[config.mk]
export PLATFORM = sky130hd
export DESIGN_NAME = preset_countdown_timer_unit
export DESIGN_NICKNAME = d
export VERILOG_FILES = /design/src/pct_pkg.sv /design/src/pct_cfg_regs.sv /design/src/pct_core.sv /design/src/preset_countdown_timer_unit.sv
export VERILOG_INCLUDE_DIRS = /design/src /design/src/src
export SDC_FILE = /design/constraint.sdc
export NUM_CORES = 1
export LEC_CHECK = 0
export ABC_CLOCK_PERIOD_IN_PS = 13000
export BUFFER_PORTS_ARGS = -buffer_cell sky130_fd_sc_hd__buf_2
export CAP_MARGIN = 20
export CORE_UTILIZATION = 35
export CTS_CLUSTER_SIZE = 10
export DETAILED_ROUTE_END_ITERATION = 10
export HOLD_SLACK_MARGIN = 0.08
export PLACE_DENSITY = 0.49
export SLEW_MARGIN = 10
export SYNTH_ARGS = -nofsm -noshare
export SYNTH_HDL_FRONTEND = slang
export SYNTH_SLANG_ARGS = --single-unit
[constraint.sdc]
create_clock -name clk -period 13 [get_ports clk]
set_input_delay 0.65 -clock clk [delete_from_list [all_inputs] [get_ports clk]]
set_output_delay 0.65 -clock clk [all_outputs]
set_load 0.01 [all_outputs]
[src/assert_macros.svh]
// Assertion macros shared by the countdown timer RTL.
// Every macro samples on clk and is off while arst_n is low.
`ifndef ASSERT_MACROS_SVH
`define ASSERT_MACROS_SVH

// Same-cycle implication.
`define PCT_ASSERT_NOW(lbl, ante, cons, msg) \
	lbl: assert property (@(posedge clk) disable iff (!arst_n) (ante) |-> (cons)) \
		else $error(msg);

// Next-cycle implication.
`define PCT_ASSERT_NEXT(lbl, ante, cons, msg) \
	lbl: assert property (@(posedge clk) disable iff (!arst_n) (ante) |=> (cons)) \
		else $error(msg);

`endif

[src/pct_pkg.sv]
// Shared types, constants and the preset table of the countdown timer.
// No dependencies; imported by every module of the block.
package pct_pkg;

	localparam int PRESET_COUNT = 8;
	localparam int PRESET_W     = 3;
	localparam int TIME_W       = 22;
	localparam int MS_W         = 32;
	localparam int LIMIT_W      = 4;
	localparam int GAP_W        = 16;
	localparam int ADDR_W       = 4;
	localparam int DATA_W       = 32;

	typedef enum logic [1:0] {
		PH_IDLE,
		PH_RUN,
		PH_PAUSED,
		PH_DONE
	} phase_t;

	typedef enum logic [1:0] {
		MODE_TICK,
		MODE_SELECT,
		MODE_NEXT,
		MODE_ENTER
	} mode_t;

	typedef enum logic [1:0] {
		CUE_NONE,
		CUE_BLINK,
		CUE_CELEBRATE,
		CUE_PULSE
	} cue_t;

	// Register indexes (word address bits).
	localparam logic [1:0] REG_PULSE_LIMIT = 2'd0;
	localparam logic [1:0] REG_PULSE_GAP   = 2'd1;
	localparam logic [1:0] REG_REDRAW_GAP  = 2'd2;

	localparam logic [LIMIT_W-1:0]  PULSE_LIMIT_RESET = 4'd4;
	localparam logic [GAP_W-1:0]    PULSE_GAP_RESET   = 16'd900;
	localparam logic [GAP_W-1:0]    REDRAW_GAP_RESET  = 16'd250;
	localparam logic [PRESET_W-1:0] PRESET_RESET      = 3'd2;

	typedef struct packed {
		logic [LIMIT_W-1:0] pulse_limit;
		logic [GAP_W-1:0]   pulse_gap;
		logic [GAP_W-1:0]   redraw_gap;
	} cfg_t;

	typedef struct packed {
		cue_t                cue;
		logic                redraw;
		phase_t              phase;
		logic [TIME_W-1:0]   remaining;
		logic [PRESET_W-1:0] preset;
	} result_t;

	// Preset durations in ms: 1, 3, 5, 10, 15, 25, 45, 60 minutes.
	function automatic logic [TIME_W-1:0] preset_ms(input logic [PRESET_W-1:0] idx);
		logic [TIME_W-1:0] ms;
		unique case (idx)
			3'd0: ms = 22'd60000;
			3'd1: ms = 22'd180000;
			3'd2: ms = 22'd300000;
			3'd3: ms = 22'd600000;
			3'd4: ms = 22'd900000;
			3'd5: ms = 22'd1500000;
			3'd6: ms = 22'd2700000;
			3'd7: ms = 22'd3600000;
		endcase
		return ms;
	endfunction

endpackage

[src/pct_cfg_regs.sv]
// APB-style configuration registers of the countdown timer.
// Depends on pct_pkg for the register indexes and the cfg_t bundle.
module pct_cfg_regs (
	input  logic                    clk,
	input  logic                    arst_n,
	input  logic                    psel,
	input  logic                    penable,
	input  logic                    pwrite,
	input  logic [pct_pkg::ADDR_W-1:0] paddr,
	input  logic [pct_pkg::DATA_W-1:0] pwdata,
	output logic [pct_pkg::DATA_W-1:0] prdata,
	output logic                    pready,
	output pct_pkg::cfg_t           cfg
);
	import pct_pkg::*;

	cfg_t       cfg_q;
	logic       wr_en;
	logic [1:0] reg_idx;

	assign pready  = 1'b1;
	assign wr_en   = psel && penable && pwrite;
	assign reg_idx = paddr[3:2];
	assign cfg     = cfg_q;

	always_ff @(posedge clk or negedge arst_n) begin
		if (!arst_n) begin
			cfg_q.pulse_limit <= PULSE_LIMIT_RESET;
			cfg_q.pulse_gap   <= PULSE_GAP_RESET;
			cfg_q.redraw_gap  <= REDRAW_GAP_RESET;
		end else if (wr_en) begin
			unique case (reg_idx)
				REG_PULSE_LIMIT: cfg_q.pulse_limit <= pwdata[LIMIT_W-1:0];
				REG_PULSE_GAP:   cfg_q.pulse_gap   <= pwdata[GAP_W-1:0];
				REG_REDRAW_GAP:  cfg_q.redraw_gap  <= pwdata[GAP_W-1:0];
				default: ;
			endcase
		end
	end

	always_comb begin
		prdata = '0;
		unique case (reg_idx)
			REG_PULSE_LIMIT: prdata = {{(DATA_W-LIMIT_W){1'b0}}, cfg_q.pulse_limit};
			REG_PULSE_GAP:   prdata = {{(DATA_W-GAP_W){1'b0}}, cfg_q.pulse_gap};
			REG_REDRAW_GAP:  prdata = {{(DATA_W-GAP_W){1'b0}}, cfg_q.redraw_gap};
			default:         prdata = '0;
		endcase
	end

endmodule

[src/pct_core.sv]
// Timer state and the per-event update: phase, preset, countdown and due clock.
// Depends on pct_pkg and assert_macros.svh.
`include "assert_macros.svh"

module pct_core (
	input  logic                    clk,
	input  logic                    arst_n,
	input  logic                    item_fire,
	input  pct_pkg::mode_t          mode,
	input  logic [pct_pkg::MS_W-1:0] now_ms,
	input  pct_pkg::cfg_t           cfg,
	output pct_pkg::result_t        res
);
	import pct_pkg::*;

	phase_t              phase_q, phase_d;
	logic [PRESET_W-1:0] preset_q, preset_d;
	logic [TIME_W-1:0]   time_left_q, time_left_d;
	logic [MS_W-1:0]     last_tick_q, last_tick_d;
	logic                tick_seen_q, tick_seen_d;
	logic [LIMIT_W-1:0]  pulses_q, pulses_d;
	logic [MS_W-1:0]     last_due_q, last_due_d;

	logic [MS_W-1:0]     dt;
	logic [MS_W-1:0]     since_due;
	logic [GAP_W-1:0]    gap_sel;
	logic                expire;
	logic                due;
	logic                pulse_ok;
	logic [PRESET_W:0]   preset_inc;
	logic [PRESET_W-1:0] preset_adv;

	// First tick after reset or enter counts as zero elapsed time.
	assign dt        = tick_seen_q ? (now_ms - last_tick_q) : '0;
	assign expire    = {{(MS_W-TIME_W){1'b0}}, time_left_q} <= dt;
	assign gap_sel   = (phase_q == PH_RUN) ? cfg.redraw_gap : cfg.pulse_gap;
	assign since_due = now_ms - last_due_q;
	assign due       = since_due >= {{(MS_W-GAP_W){1'b0}}, gap_sel};
	assign pulse_ok  = (phase_q == PH_DONE) && (pulses_q < cfg.pulse_limit) && due;

	assign preset_inc = {1'b0, preset_q} + 1'b1;
	assign preset_adv = (int'(preset_inc) >= PRESET_COUNT) ? '0 : preset_inc[PRESET_W-1:0];

	// Next state
	always_comb begin
		phase_d     = phase_q;
		preset_d    = preset_q;
		time_left_d = time_left_q;
		last_tick_d = last_tick_q;
		tick_seen_d = tick_seen_q;
		pulses_d    = pulses_q;
		last_due_d  = last_due_q;
		unique case (mode)
			MODE_TICK: begin
				last_tick_d = now_ms;
				tick_seen_d = 1'b1;
				if (phase_q == PH_RUN) begin
					if (expire) begin
						time_left_d = '0;
						phase_d     = PH_DONE;
						pulses_d    = '0;
					end else begin
						time_left_d = time_left_q - dt[TIME_W-1:0];
					end
					if (due) begin
						last_due_d = now_ms;
					end
				end else if (pulse_ok) begin
					pulses_d   = pulses_q + 1'b1;
					last_due_d = now_ms;
				end
			end
			MODE_SELECT: begin
				unique case (phase_q)
					PH_IDLE:   phase_d = PH_RUN;
					PH_RUN:    phase_d = PH_PAUSED;
					PH_PAUSED: phase_d = PH_RUN;
					PH_DONE: begin
						phase_d     = PH_IDLE;
						time_left_d = preset_ms(preset_q);
					end
				endcase
			end
			MODE_NEXT: begin
				if (phase_q == PH_IDLE) begin
					preset_d    = preset_adv;
					time_left_d = preset_ms(preset_adv);
				end else begin
					phase_d     = PH_IDLE;
					time_left_d = preset_ms(preset_q);
				end
			end
			MODE_ENTER: begin
				phase_d     = PH_IDLE;
				preset_d    = PRESET_RESET;
				time_left_d = preset_ms(PRESET_RESET);
				last_tick_d = '0;
				tick_seen_d = 1'b0;
				pulses_d    = '0;
			end
		endcase
	end

	// Result of the event
	always_comb begin
		res.cue       = CUE_NONE;
		res.redraw    = 1'b0;
		res.phase     = phase_d;
		res.remaining = time_left_d;
		res.preset    = preset_d;
		unique case (mode)
			MODE_TICK: begin
				if (phase_q == PH_RUN) begin
					res.cue    = expire ? CUE_CELEBRATE : CUE_NONE;
					res.redraw = due;
				end else if (pulse_ok) begin
					res.cue    = CUE_PULSE;
					res.redraw = 1'b1;
				end
			end
			MODE_SELECT: begin
				res.cue    = CUE_BLINK;
				res.redraw = 1'b1;
			end
			MODE_NEXT:  res.redraw = 1'b1;
			MODE_ENTER: res.redraw = 1'b1;
		endcase
	end

	always_ff @(posedge clk or negedge arst_n) begin
		if (!arst_n) begin
			phase_q     <= PH_IDLE;
			preset_q    <= PRESET_RESET;
			time_left_q <= preset_ms(PRESET_RESET);
			last_tick_q <= '0;
			tick_seen_q <= 1'b0;
			pulses_q    <= '0;
			last_due_q  <= '0;
		end else if (item_fire) begin
			phase_q     <= phase_d;
			preset_q    <= preset_d;
			time_left_q <= time_left_d;
			last_tick_q <= last_tick_d;
			tick_seen_q <= tick_seen_d;
			pulses_q    <= pulses_d;
			last_due_q  <= last_due_d;
		end
	end

	`PCT_ASSERT_NEXT(a_enter_restarts, item_fire && (mode == MODE_ENTER), (phase_q == PH_IDLE) && (preset_q == PRESET_RESET) && !tick_seen_q, "enter did not restart the timer")
	`PCT_ASSERT_NOW(a_done_is_zero, phase_q == PH_DONE, time_left_q == '0, "done phase with time left")
	`PCT_ASSERT_NEXT(a_paused_tick_holds, item_fire && (mode == MODE_TICK) && (phase_q == PH_PAUSED), (phase_q == PH_PAUSED) && (time_left_q == $past(time_left_q)), "tick changed a paused countdown")

endmodule

[src/preset_countdown_timer_unit.sv]
// An accepted input beat passes the input register, then the state update and the result
// register, to become its result beat. Throughput: one event per cycle while the result
// register is not held by result_stall, set by the state update in pct_core.
// Reset: arst_n clears the timer to idle with the five-minute preset and the
// registers to their defaults; no clearing pass, the block takes beats at once.
// Top level: input register, timer core, result register, configuration registers.
`include "assert_macros.svh"

module preset_countdown_timer_unit (
	input  logic                          clk,
	input  logic                          arst_n,
	input  logic                          psel,
	input  logic                          penable,
	input  logic                          pwrite,
	input  logic [pct_pkg::ADDR_W-1:0]    paddr,
	input  logic [pct_pkg::DATA_W-1:0]    pwdata,
	output logic [pct_pkg::DATA_W-1:0]    prdata,
	output logic                          pready,
	input  logic                          item_valid,
	output logic                          item_stall,
	input  logic [1:0]                    mode,
	input  logic [pct_pkg::MS_W-1:0]      now_ms,
	output logic                          result_valid,
	input  logic                          result_stall,
	output logic [1:0]                    cue_event,
	output logic                          redraw,
	output logic [1:0]                    phase_now,
	output logic [pct_pkg::TIME_W-1:0]    remaining_ms,
	output logic [pct_pkg::PRESET_W-1:0]  preset_now
);
	import pct_pkg::*;

	cfg_t            cfg;
	result_t         res;
	logic            valid_s1;
	mode_t           mode_s1;
	logic [MS_W-1:0] now_ms_s1;
	logic            valid_s2;
	result_t         res_s2;
	logic            out_free;
	logic            fire;

	pct_cfg_regs u_regs (
		.clk    (clk),
		.arst_n (arst_n),
		.psel   (psel),
		.penable(penable),
		.pwrite (pwrite),
		.paddr  (paddr),
		.pwdata (pwdata),
		.prdata (prdata),
		.pready (pready),
		.cfg    (cfg)
	);

	pct_core u_core (
		.clk      (clk),
		.arst_n   (arst_n),
		.item_fire(fire),
		.mode     (mode_s1),
		.now_ms   (now_ms_s1),
		.cfg      (cfg),
		.res      (res)
	);

	assign out_free   = !valid_s2 || !result_stall;
	assign fire       = valid_s1 && out_free;
	assign item_stall = valid_s1 && !out_free;

	// Input register: hold the beat while the result register is blocked.
	always_ff @(posedge clk or negedge arst_n) begin
		if (!arst_n) begin
			valid_s1 <= 1'b0;
		end else if (!item_stall) begin
			valid_s1 <= item_valid;
		end
	end

	always_ff @(posedge clk) begin
		if (item_valid && !item_stall) begin
			mode_s1   <= mode_t'(mode);
			now_ms_s1 <= now_ms;
		end
	end

	always_ff @(posedge clk or negedge arst_n) begin
		if (!arst_n) begin
			valid_s2 <= 1'b0;
		end else if (out_free) begin
			valid_s2 <= fire;
		end
	end

	always_ff @(posedge clk) begin
		if (fire) begin
			res_s2 <= res;
		end
	end

	assign result_valid = valid_s2;
	assign cue_event    = res_s2.cue;
	assign redraw       = res_s2.redraw;
	assign phase_now    = res_s2.phase;
	assign remaining_ms = res_s2.remaining;
	assign preset_now   = res_s2.preset;

	`PCT_ASSERT_NEXT(a_fire_fills_out, fire, valid_s2, "processed beat missing at result register")
	`PCT_ASSERT_NEXT(a_blocked_holds, valid_s1 && valid_s2 && result_stall, valid_s1 && $stable(now_ms_s1), "input beat lost while result blocked")
	`PCT_ASSERT_NEXT(a_time_in_range, fire, remaining_ms <= 22'd3600000, "remaining time above the longest preset")

endmodule

==> summary.md <==
The flow ran to the end, and the final reports show no timing, DRC or antenna violations. Leakage dissipation: 0.00712 uW. The path category of the worst min-delay check is in2async. The number of gates resized after CTS was 0. In the routed design, unresolved DRC markers number 0. Yosys attributes the largest share of cell area to dfrtp_1 19%, edfxtp_1 13%, ha_1 9.6%.

The number of flops mapped to enable cells by yosys is 64, and the final setup skew is 0.0188 ns. Synthesis instantiated 86 different standard cells from the library. Sequential cells were found to cover 35.5% of the synthesized design area.

Using the TritonRoute via totals, the vias-per-cell ratio works out to 5.27. The clock latency on the worst-skew pair was 0.50 ns. The post-route netlist has 16.6% of its cells at a drive strength greater than 1.

The capturing element type of the critical path is a flop. The die boundary width came out at 209 um. TritonCTS built the clock tree. The routed length per instance was 17.6 um.

Averaged over all synthesized cells, the footprint is 9.10 sq um. The wire length of the first global-routing pass is 63400 um, and the share of flip-flops with an asynchronous set or reset after synthesis is 67.7%. Total I/O pin count: 142. Hold repair after CTS inserted 0 buffers.

Largest net degree at the start of global routing: 75. The clock-pin transition on the worst setup and hold timing paths works out to 0.08 ns. The detail route stage leaves a number of antenna-violating nets equal to 0.

The root buffer selected by CTS was clkbuf_16. Primary flip-flop cell chosen by synthesis mapping: dfrtp_1. The synthesized design contains 198 register bits. Proportion of netlist area held by the largest area contributor: 19.1%.

Dividing the final minimum period by the clock period gives 45.6%. The smallest clock period supported by the final layout is computed as 5.93 ns. The number of nets in the layout is 1890, and the placeable core area is 0.0420 sq mm.

The relative area change from synthesis to final layout came out at 10.0%. The routability congestion estimate from global placement is 0.869, and the setup slack after layout is 7.07 ns. The max-cap violation count is 0, and the first-iteration detailed-routing DRC count is 592. The required time reported for the critical path endpoint is 13.37 ns, and the largest fanout on the critical path is 18. In this run the tightest slew margin relative to its limit is 30.0%. For the pin with the worst max-slew slack, the measured transition is 1.05 ns.

The path type of the worst setup path was reg2reg. The die is 209 um tall. For the worst flop-to-flop path, the logic depth is 22. The tools report the element type at the critical path start as a flop.

The final route contains 11800 vias. Iteration count of the initial detailed-routing pass: 5. 0 antenna diodes ended up in the layout. The tools report the count of pins over their slew limit as 0. Endpoint arrival time on the critical path: 6.31 ns. The fmax was 169 MHz. In the final timing run, aggregate negative setup slack is 0 ns.

The maximum level of the CTS H-tree is 4, and the number of instances in the synthesized netlist is 1641. Post-CTS repair timing setup buffer count: 0. The run gives 11700 as the number of global-route vias before repair. The tree built by TritonCTS fans out to 198 sinks.

Dividing total power by cell area gives a power density of 205 mW/mm^2. The final wirelength was 39700 um. Setup repair after global routing left no endpoint under its margin.

At the end of the flow the core is filled with cells to 39.1%. The logs give 35.5% for the initial standard-cell utilization of the core and 0.0149 sq mm for the netlist area before placement. Input and output buffers added on the ports amount to 106. The maximum buffer depth of the clock tree is 2. The logs give 0 for the number of warnings issued by yosys and 18.6% for the global-route usage over all layers. The total global routing overflow is 0, and the number of rows created at floorplan is 75. The worst ir drop on vdd was 0.000106 V; the sum of internal, switching and leakage power was 3360 uW. The tools report the final cell count without fillers as 2248. The logs give 0 for the count of final hold-check violations and 0.0435 sq mm for the area of the die.

The wire-length estimate of the detail-placed layout is 29700 um. The run gives 7.05 ns as the worst setup slack before clock tree synthesis. Number of antenna violations at the first check in global routing: 0. Including well taps, the total number of placed cells is 2215. TritonCTS buffer count: 17. The biggest area contributor in the post-synthesis netlist is dfrtp_1.

Final setup violation count: 0.
-- cells by family (layout without fill, tap and decap cells) --
logic type / after synthesis / in the layout / share of synthesized area (%)
AO/OA/AOI/OAI: 472 / 472 / 20.6
buffers and inverters: 195 / 248 / 5.88
AND/OR/NAND/NOR: 491 / 491 / 16.0
XOR/XNOR: 58 / 58 / 3.40
flip-flops: 198 / 198 / 35.5
multiplexers: 108 / 108 / 8.63
other: 2 / 17 / 0.0503
adder cells (fa/ha/maj): 117 / 117 / 9.96
-- per-stage QoR --
stage | area (sq um) | hold slack, ns
2_1_floorplan | 15000 | 0.354
3_3_place_gp | 15800 | 0.462
3_5_place_dp | 15800 | 0.470
4_1_cts | 16400 | 0.201
5_1_grt | 16400 | 0.247
6_report | 16400 | 0.191
-- worst paths after layout --
check / startpoint / slack, ns / to
setup / recovery: now_ms_s1[3] / 7.07 / u_core.time_left_q[13]
hold / removal: arst_n / 0.19 / valid_s1
setup reg to reg: now_ms_s1[3] / 7.07 / u_core.time_left_q[13]
min in group clk: mode[1] / 0.32 / mode_s1[1]
hold reg to reg: u_core.last_tick_q[4] / 0.48 / u_core.last_tick_q[4]
max in group asynchronous: arst_n / 11.48 / u_core.last_tick_q[20]
-- cell type report --
cell class / instances / area (sq um)
clock buffers: 18 / 429
clock inverters: 14 / 181
fillers: 4324 / 25600
inverters: 98 / 368
multi-input cells: 1263 / 8820
flip-flops and latches: 198 / 5300
well taps: 539 / 674
repair buffers: 118 / 647
-- cell usage after synthesis, types with 25 or more instances --
cell type	count
inv_1	98
nand2b_1	58
mux2i_1	29
edfxtp_1	64
o21ai_0	142
mux2_4	29
dfrtp_1	114
clkbuf_1	60
a21oi_1	112
nand2_1	216
a21o_1	25
ha_1	114
xnor2_1	40
nor2_1	67
mux2_2	50
-- cell usage in the layout (no fill, tap or decap), drive strengths merged, types with 22 or more instances in the layout --
| cell | synthesis | layout |
|---|---|---|
| xnor2 | 40 | 40 |
| dfrtp | 114 | 114 |
| mux2 | 79 | 79 |
| nand2 | 216 | 216 |
| buf | 35 | 118 |
| nand2b | 58 | 58 |
| a21oi | 117 | 117 |
| a21o | 25 | 25 |
| inv | 98 | 104 |
| o21ai | 147 | 147 |
| nand3 | 24 | 24 |
| o21a | 22 | 22 |
| edfxtp | 64 | 64 |
| nor2 | 67 | 67 |
| mux2i | 29 | 29 |
| ha | 114 | 114 |
-- flip-flops by register name, summed over array words and instances, names as in the netlist, 3 cells and up --
signal              flops
remaining_ms           22
preset_now              3
u_core.time_left_q     22
u_core.last_tick_q     32
now_ms_s1              32
u_core.preset_q         3
u_core.last_due_q      32
u_regs.cfg             36
u_core.pulses_q         4
-- power by group --
part | leakage, uW | internal [uW] | switching [uW]
combinational | 0.00455 | 803 | 1060
clock | 0.000294 | 277 | 283
sequential | 0.00227 | 810 | 128
total | 0.00712 | 1890 | 1470
-- critical path, cell delays in order (launching register included) --
cell       delay, ns
edfxtp_1        0.46
ha_1            0.38
o21a_1          0.13
o31ai_1         0.11
a21oi_2         0.29
a211oi_1        0.14
or2_2           0.38
o21ai_0         0.30
xor2_1          0.19
nand2_1         0.08
ha_1            0.37
a21o_1          0.20
a21oi_1         0.31
nor2b_1         0.09
o41ai_1         0.37
a21oi_1         0.18
o2111ai_1       0.12
a2111oi_0       0.11
and4_1          0.25
o21ai_2         0.61
a2bb2oi_1       0.22
a21boi_0        0.18
mux2_2          0.36
-- per-layer routing --
layer | global-route usage, % | vias to the layer above | share of wire, %
li1 | - | 6003 | -
met1 | 24.6 | 5597 | 48
met2 | 30.1 | 191 | 46
met3 | 3.46 | 46 | 3.1
met4 | 7.10 | 0 | 2.4
met5 | 0 | - | 0
Note: power is estimated with default switching activity, not from simulation.
